$ cat src/design/kbq_pkg.sv
package kbq_pkg;

  typedef enum logic [0:0] {
    S_IDLE,
    S_EXEC
  } state_t;

  localparam logic [2:0] OP_SCAN   = 3'd0;
  localparam logic [2:0] OP_POLL   = 3'd1;
  localparam logic [2:0] OP_UPDATE = 3'd2;
  localparam logic [2:0] OP_TICK   = 3'd3;
  localparam logic [2:0] OP_QUERY  = 3'd4;

  localparam logic CFG_DELAY = 1'b0;
  localparam logic CFG_RATE  = 1'b1;

  localparam logic [6:0] KEY_CAPS_LOCK   = 7'h3A;
  localparam logic [6:0] KEY_NUM_LOCK    = 7'h45;
  localparam logic [6:0] KEY_SCROLL_LOCK = 7'h46;

  localparam logic [15:0] DELAY_RESET = 16'd30;
  localparam logic [15:0] RATE_RESET  = 16'd5;

  typedef struct packed {
    logic toggled;
    logic down;
  } key_st_t;

  typedef struct packed {
    logic       rd_en;
    logic [6:0] rd_addr;
    logic       wr_en;
    logic [6:0] wr_addr;
    key_st_t    wr_data;
  } kt_req_t;

endpackage

$ cat src/design/kbq_key_table.sv
module kbq_key_table #(
  parameter int KEY_COUNT = 128
) (
  input  logic              clk,
  input  logic              rst_n,
  input  kbq_pkg::kt_req_t  req,
  output kbq_pkg::key_st_t  rd_st
);
  import kbq_pkg::*;

  localparam int KW = (KEY_COUNT > 1) ? $clog2(KEY_COUNT) : 1;

  key_st_t              mem [KEY_COUNT];
  logic [KEY_COUNT-1:0] vld_r;
  key_st_t              rd_data_r;
  logic                 rd_vld_r;

  always_ff @(posedge clk) begin
    if (req.wr_en) begin
      mem[req.wr_addr[KW-1:0]] <= req.wr_data;
    end
    if (req.rd_en) begin
      rd_data_r <= mem[req.rd_addr[KW-1:0]];
    end
  end

  // entries never written since reset read as zero
  always_ff @(posedge clk) begin
    if (!rst_n) begin
      vld_r <= '0;
    end else begin
      if (req.wr_en) begin
        vld_r[req.wr_addr[KW-1:0]] <= 1'b1;
      end
      if (req.rd_en) begin
        rd_vld_r <= vld_r[req.rd_addr[KW-1:0]];
      end
    end
  end

  assign rd_st = rd_vld_r ? rd_data_r : '0;

endmodule

$ cat src/design/keyboard_event_queue_with_repeat.sv
// channel   direction  handshake              payload
// in        input      in_valid / in_ready    in_operation, in_code, in_released
// out       output     out_valid / out_ready  out_event_*, out_key_down, out_key_toggled
// cfg       input      cfg_we                 cfg_index, cfg_data
//
// each item is accepted in idle, which issues the event store and key table reads;
// the execute state uses the registered read data, writes back and loads the result.
// an item is accepted while a result waits; its write-back waits until out is free.
// reset is synchronous; the key table is cleared at once by per-entry valid bits.
// the event store is not cleared, a poll only reads slots written before.
module keyboard_event_queue_with_repeat #(
  parameter int QUEUE_DEPTH = 16,
  parameter int KEY_COUNT   = 128
) (
  input  logic        clk,
  input  logic        rst_n,
  input  logic        in_valid,
  output logic        in_ready,
  input  logic [2:0]  in_operation,
  input  logic [7:0]  in_code,
  input  logic        in_released,
  output logic        out_valid,
  input  logic        out_ready,
  output logic        out_event_valid,
  output logic [6:0]  out_event_code,
  output logic        out_event_released,
  output logic        out_key_down,
  output logic        out_key_toggled,
  input  logic        cfg_we,
  input  logic        cfg_index,
  input  logic [15:0] cfg_data
);
  import kbq_pkg::*;

  localparam int QW = $clog2(QUEUE_DEPTH);

  state_t state_r, state_nxt;
  logic   accept, commit;

  logic [2:0] op_r;
  logic [7:0] code_r;
  logic       rel_r;

  logic [7:0]    event_store [QUEUE_DEPTH];
  logic [7:0]    ev_rd_r;
  logic [QW-1:0] rp_r, wp_r, rp_inc, wp_inc;
  logic          q_empty, q_full;

  logic [6:0]  repeat_key_r, repeat_key_nxt;
  logic        armed_r, armed_nxt;
  logic [15:0] count_r, count_nxt;
  logic [15:0] phase_r, phase_nxt;
  logic [15:0] delay_r, rate_r;

  logic        out_valid_r;
  logic        out_event_valid_r, out_event_released_r, out_key_down_r, out_key_toggled_r;
  logic [6:0]  out_event_code_r;

  kt_req_t kt_req;
  key_st_t kt_st, st_new;

  logic       push_req, push_en, poll_take, in_rng, is_lock;
  logic [7:0] push_data;
  logic       o_ev_valid, o_ev_rel, o_down, o_tog;
  logic [6:0] o_ev_code;

  // next state
  always_comb begin
    state_nxt = state_r;
    case (state_r)
      S_IDLE: begin
        if (accept) state_nxt = S_EXEC;
      end
      S_EXEC: begin
        if (commit) state_nxt = S_IDLE;
      end
      default: state_nxt = S_IDLE;
    endcase
  end

  // fsm outputs
  always_comb begin
    in_ready = (state_r == S_IDLE);
    accept   = in_valid && in_ready;
    commit   = (state_r == S_EXEC) && (!out_valid_r || out_ready);
  end

  assign rp_inc  = (rp_r == QW'(QUEUE_DEPTH - 1)) ? '0 : rp_r + 1'b1;
  assign wp_inc  = (wp_r == QW'(QUEUE_DEPTH - 1)) ? '0 : wp_r + 1'b1;
  assign q_empty = (rp_r == wp_r);
  assign q_full  = (wp_inc == rp_r);

  assign in_rng  = (code_r < 8'(KEY_COUNT));
  assign is_lock = code_r[6:0] inside {KEY_CAPS_LOCK, KEY_NUM_LOCK, KEY_SCROLL_LOCK};

  // item execution on the registered read data
  always_comb begin
    push_req       = 1'b0;
    push_data      = code_r;
    poll_take      = 1'b0;
    st_new         = kt_st;
    repeat_key_nxt = repeat_key_r;
    armed_nxt      = armed_r;
    count_nxt      = count_r;
    phase_nxt      = phase_r;
    o_ev_valid     = 1'b0;
    o_ev_code      = '0;
    o_ev_rel       = 1'b0;
    o_down         = 1'b0;
    o_tog          = 1'b0;
    case (op_r)
      OP_SCAN: begin
        push_req = 1'b1;
      end
      OP_POLL: begin
        if (!q_empty) begin
          poll_take  = 1'b1;
          o_ev_valid = 1'b1;
          o_ev_code  = ev_rd_r[6:0];
          o_ev_rel   = ev_rd_r[7];
        end
      end
      OP_UPDATE: begin
        if (in_rng) begin
          if (!rel_r) begin
            if (is_lock && !kt_st.down) st_new.toggled = ~kt_st.toggled;
            st_new.down    = 1'b1;
            repeat_key_nxt = code_r[6:0];
            count_nxt      = '0;
            phase_nxt      = '0;
            armed_nxt      = 1'b1;
          end else begin
            st_new.down = 1'b0;
            if (repeat_key_r == code_r[6:0]) armed_nxt = 1'b0;
          end
        end
      end
      OP_TICK: begin
        if (armed_r) begin
          if (count_r < delay_r) begin
            count_nxt = count_r + 16'd1;
            if (count_nxt == delay_r) begin
              phase_nxt = '0;
              push_req  = 1'b1;
              push_data = {1'b0, repeat_key_r};
            end
          end else begin
            phase_nxt = phase_r + 16'd1;
            if (phase_nxt >= rate_r) begin
              phase_nxt = '0;
              push_req  = 1'b1;
              push_data = {1'b0, repeat_key_r};
            end
          end
        end
      end
      OP_QUERY: begin
        if (in_rng) begin
          o_down = kt_st.down;
          o_tog  = kt_st.toggled;
        end
      end
      default: ;
    endcase
  end

  assign push_en = push_req && !q_full;

  always_comb begin
    kt_req.rd_en   = accept;
    kt_req.rd_addr = in_code[6:0];
    kt_req.wr_en   = commit && (op_r == OP_UPDATE) && in_rng;
    kt_req.wr_addr = code_r[6:0];
    kt_req.wr_data = st_new;
  end

  kbq_key_table #(
    .KEY_COUNT (KEY_COUNT)
  ) u_key_table (
    .clk   (clk),
    .rst_n (rst_n),
    .req   (kt_req),
    .rd_st (kt_st)
  );

  always_ff @(posedge clk) begin
    if (accept) begin
      ev_rd_r <= event_store[rp_r];
    end
    if (commit && push_en) begin
      event_store[wp_r] <= push_data;
    end
  end

  always_ff @(posedge clk) begin
    if (accept) begin
      op_r   <= in_operation;
      code_r <= in_code;
      rel_r  <= in_released;
    end
    if (commit) begin
      out_event_valid_r    <= o_ev_valid;
      out_event_code_r     <= o_ev_code;
      out_event_released_r <= o_ev_rel;
      out_key_down_r       <= o_down;
      out_key_toggled_r    <= o_tog;
    end
  end

  always_ff @(posedge clk) begin
    if (!rst_n) begin
      state_r      <= S_IDLE;
      rp_r         <= '0;
      wp_r         <= '0;
      repeat_key_r <= '0;
      armed_r      <= 1'b0;
      count_r      <= '0;
      phase_r      <= '0;
      delay_r      <= DELAY_RESET;
      rate_r       <= RATE_RESET;
      out_valid_r  <= 1'b0;
    end else begin
      state_r <= state_nxt;
      if (commit) begin
        if (push_en)   wp_r <= wp_inc;
        if (poll_take) rp_r <= rp_inc;
        repeat_key_r <= repeat_key_nxt;
        armed_r      <= armed_nxt;
        count_r      <= count_nxt;
        phase_r      <= phase_nxt;
      end
      if (cfg_we) begin
        case (cfg_index)
          CFG_DELAY: delay_r <= cfg_data;
          CFG_RATE:  rate_r  <= cfg_data;
          default: ;
        endcase
      end
      if (commit) begin
        out_valid_r <= 1'b1;
      end else if (out_ready) begin
        out_valid_r <= 1'b0;
      end
    end
  end

  assign out_valid          = out_valid_r;
  assign out_event_valid    = out_event_valid_r;
  assign out_event_code     = out_event_code_r;
  assign out_event_released = out_event_released_r;
  assign out_key_down       = out_key_down_r;
  assign out_key_toggled    = out_key_toggled_r;

  a_accept_exec: assert property (@(posedge clk) disable iff (!rst_n)
    accept |=> state_r == S_EXEC)
    else $error("accepted item did not move to execute");

  a_stall_hold: assert property (@(posedge clk) disable iff (!rst_n)
    (state_r == S_EXEC) && out_valid_r && !out_ready |=> (state_r == S_EXEC) && out_valid_r)
    else $error("write-back did not wait for a stalled result");

  a_commit_out: assert property (@(posedge clk) disable iff (!rst_n)
    commit |=> out_valid_r)
    else $error("finished item produced no result");

  a_poll_excl: assert property (@(posedge clk) disable iff (!rst_n)
    out_valid_r && out_event_valid_r |-> !out_key_down_r && !out_key_toggled_r)
    else $error("poll result carries query bits");

endmodule

$ cat config.mk
export PLATFORM = sky130hd
export DESIGN_NAME = keyboard_event_queue_with_repeat
export DESIGN_NICKNAME = d
export VERILOG_FILES = /design/src/design/kbq_pkg.sv /design/src/design/kbq_key_table.sv /design/src/design/keyboard_event_queue_with_repeat.sv
export SDC_FILE = /design/constraint.sdc
export NUM_CORES = 1
export LEC_CHECK = 0
export ABC_AREA = 1
export BUFFER_PORTS_ARGS = -buffer_cell sky130_fd_sc_hd__buf_2
export CORE_MARGIN = 2
export CORE_UTILIZATION = 63
export CTS_BUF_LIST = sky130_fd_sc_hd__clkbuf_8 sky130_fd_sc_hd__clkbuf_16
export CTS_CLUSTER_SIZE = 40
export DETAILED_ROUTE_END_ITERATION = 12
export GPL_TIMING_DRIVEN = 0
export PLACE_DENSITY = 0.91
export SETUP_SLACK_MARGIN = 0.3
export SLEW_MARGIN = 10
export SYNTH_ARGS = -nofsm -noshare
export SYNTH_HDL_FRONTEND = slang
export SYNTH_HIERARCHICAL = 1
export SYNTH_SLANG_ARGS = --single-unit
$ cat constraint.sdc
create_clock -name clk -period 6.8 [get_ports clk]
set_input_delay 0.68 -clock clk [delete_from_list [all_inputs] [get_ports clk]]
set_output_delay 0.68 -clock clk [all_outputs]
set_load 0.02 [all_outputs]
==> summary.md <==
| Metric | Value |
|---|---|
| 1st-pass router iterations | 6 |
| Hold_buf cts | 0 |
| First-pass GRT wire length | 125.8 mm |
| Register area | 16760 sq um |
| Reg2Reg Setup Slack | 1860 ps |
| Io pins | 47 |
| Initial antenna violation count | 2 |
| RSZ-0062 raised after global routing | no |
| CP arrival | 5190 ps |
| Num Clock Sinks | 628 |
| Fin cells | 3700 |
| Core Rows | 76 |
| Int Pwr | 6373 uW |
| Post-synth EDFFs | 418 |
| H-tree depth | 2 |
| Top-count cell post-synth | nand2_1 |
| Synth area leaders | edfxtp_1 46%, dfxtp_1 15%, nand2_1 8.5% |
| Unique masters post-synth | 43 |
| Worst EP required | 7060 ps |
| Synth Net Count | 3017 |
| Full die area | 45090 sq um |
| Cells after synthesis | 2944 |
| GRT Overall Usage | 37.61% |
| Drt drc | 0 |
| Vias | 23068 |
| Setup crit end kind | register |
| Routability congestion estimate | 1.099 |
| Number of setup violations in the final report | 0 |
| Number of port buffers | 46 |
| Cts repair resizes | 0 |
| Switch Pwr | 1941 uW |
| Worst Max-Slew Pin Slew | 1104 ps |
| Final Max Slew Viols | 0 |
| Static Leak | 0.01150 uW |
| DRT iter0 DRCs | 3938 |
| Final core utilization | 71.47% |
| Core ar. | 42980 sq um |
| Synthesized flop and latch total | 628 |
| Post-DP HPWL | 56.04 mm |
| Synth Area per Inst | 9.288 sq um |
| Routed vias/inst | 6.235 |
| Top_reg_cell synth | edfxtp_1 |
| Initial Util | 63.62% |
| Slew HR | 26.14% |
| Hold Crit Class | in2reg |
| Post-synth top cells | 618 x nand2_1, 572 x nor2_1, 422 x nand3_1 |
| Fmax | 0.2026 GHz |
| Power share of the combinational group | 6.9% |
| Synthesis warning total | 6 |
| Critical path class | reg2reg |
| Chip width | 212.3 microns |
| Max-cap violations | 0 |
| Clock Power Share | 43.3% |
| CTS Buffer Depth | 3 |
| Layout area overhead | 12.34% |
| Die Y | 212.3 microns |
| Peak VDD IR | 0.2392 mV |
| Yosys top cell area share | 45.90% |
| Layout cell share with drive strength beyond 1 | 8.349% |
| Net Sw Frac | 23.34% |
| Drt total wl | 84.28 mm |
| Final setup skew | 34.96 ps |
| CTS tree | built |
| Placed cell count | 3584 |
| Footprint of the multi-input gates | 9306 sq um |
| Number of global-route vias before repair | 22308 |
| Sequential-to-total area share from yosys stat | 61.28% |
| Biggest area consumer among synthesized cells | edfxtp_1 |
| Clock Root Buffer | clkbuf_16 |
| Remaining antenna violation count | 0 |
| Critical path fanouts, max | 8 |
| Power per Cell Area | 270.6 nW/um^2 |
| Fin crit share | 72.58% |
| WL/cell | 22.78 microns |
| Num CTS Buffers | 61 |
| Grt total ovfl | 0 |
| Final hold violation count | 0 |
| Synthesized area | 27340 sq um |
| Sequential Power Share | 49.8% |
| Post-CTS Setup Inserts | 0 |
| Post-layout min period | 4935 ps |
| Pin count of the biggest net entering global routing | 38 |
| Status | finished, final reports clean |
| Clock latency on the worst-skew pair | 660 ps |
| Ys async rst share | 0% |
| NumNets Final | 3135 |
| Startpoint types | register |
| Clk slew on worst S/H paths | 60 ps |
| Filler Cells Inserted | 3068 |
| Total negative slack | 0 ps |
per-stage QoR:
stage	hold WS (ps)	total power (uW)	area (sq um)	worst slack (ps)
final	225.2	8314	30720	1865
after global routing	224.7	8491	30720	1512
after CTS	212.9	8287	30700	1756
after detailed placement	454.4	4758	28550	1912
after global placement	446.5	4733	28310	-2552
after floorplan	435.3	4523	27350	1389
worst max-delay path, cell delays in order, from the launching register on:
cell and delay, ps:
dfxtp_1 400, ha_1 210, nand3_1 120, inv_1 80, nand3_1 130, nor4_1 360
nand2_1 160, nor2_1 190, nand3_1 120, xor2_1 150, inv_1 80, ha_1 270
nand2_1 60, inv_1 60, nand3_1 100, nor3_1 310, nand3_1 120, nand3_1 180
nor2_1 90, nor2_1 200, nand2_4 100, a21boi_4 220, nand2_1 220, nor2_1 650
path summary, 6_finish.rpt:
| check | start | to | cells after the start |
|---|---|---|---|
| worst min register to register | rate_r[8]$_SDFFE_PN0P_ | rate_r[8]$_SDFFE_PN0P_ | 2 |
| worst min-delay path | in_released | rel_r$_DFFE_PP_ | 1 |
| worst max register to register | phase_r[0]$_SDFFE_PN0P_ | event_store[12][0]$_DFFE_PP_ | 23 |
| worst max-delay path | phase_r[0]$_SDFFE_PN0P_ | event_store[12][0]$_DFFE_PP_ | 23 |
power by group through the flow:
stage | sequential [uW] | combinational, uW | clock, uW
floorplan | 4220 | 299 | 0
global placement | 4240 | 498 | 0
detailed placement | 4220 | 539 | 0
CTS | 4140 | 546 | 3600
global route | 4140 | 600 | 3750
finish | 4140 | 577 | 3600
cell usage in the layout (no fill, tap or decap), types with 12 or more instances in the layout:
master	Yosys	layout
nor2_1	572	571
o32ai_1	20	20
buf_2	63	109
ha_1	39	39
dfxtp_1	210	210
nor3_1	19	16
nand3_1	422	422
a21oi_1	87	86
inv_1	167	178
xor2_1	20	19
o21ai_0	92	92
nand2_1	618	618
xnor2_1	14	14
clkbuf_16	0	61
mux2i_1	12	12
clkinv_2	0	12
o221ai_1	12	12
buf_1	13	13
clkbuf_1	63	63
edfxtp_1	418	418
cell families (layout without fill, tap and decap cells):
logic type / Yosys count / in the layout / synth area share, %
and+or+nand+nor: 1673 / 1673 / 25.49
DFF: 628 / 628 / 61.28
buffers and inverters: 320 / 490 / 4.864
AOI/OAI and AO/OA: 238 / 238 / 5.056
adders and majority gates: 39 / 39 / 1.784
xor gates and xnor gates: 34 / 34 / 1.089
muxes: 12 / 12 / 0.4393
other: 0 / 1 / 0
layer usage:
layer	GRT usage [%]	vias up	share of wire, %
met3	9.010	421	14
met4	24.55	0	7.4
li1	-	10145	-
met1	45.81	10740	34
met2	60.24	1762	45
met5	0	-	0
flip-flops by register name (all words and copies together) (netlist names), 8 cells and up:
register           flops
u_key_table/mem      256
event_store          128
u_key_table/vld_r    128
count_r               16
delay_r               16
phase_r               16
rate_r                16
code_r                 8
ev_rd_r                8
layout make-up:
cell class	instances	share of cell area [%]
timing repair buffer	55	1.442
clock inverter	45	1.629
sequential	628	54.54
inverter	174	2.142
antenna	1	0.008146
multi-input combinational	1996	30.29
buffer	146	2.187
clock buffer	70	5.372
tap	585	2.383
No activity file was read; power rests on OpenSTA's default activity.
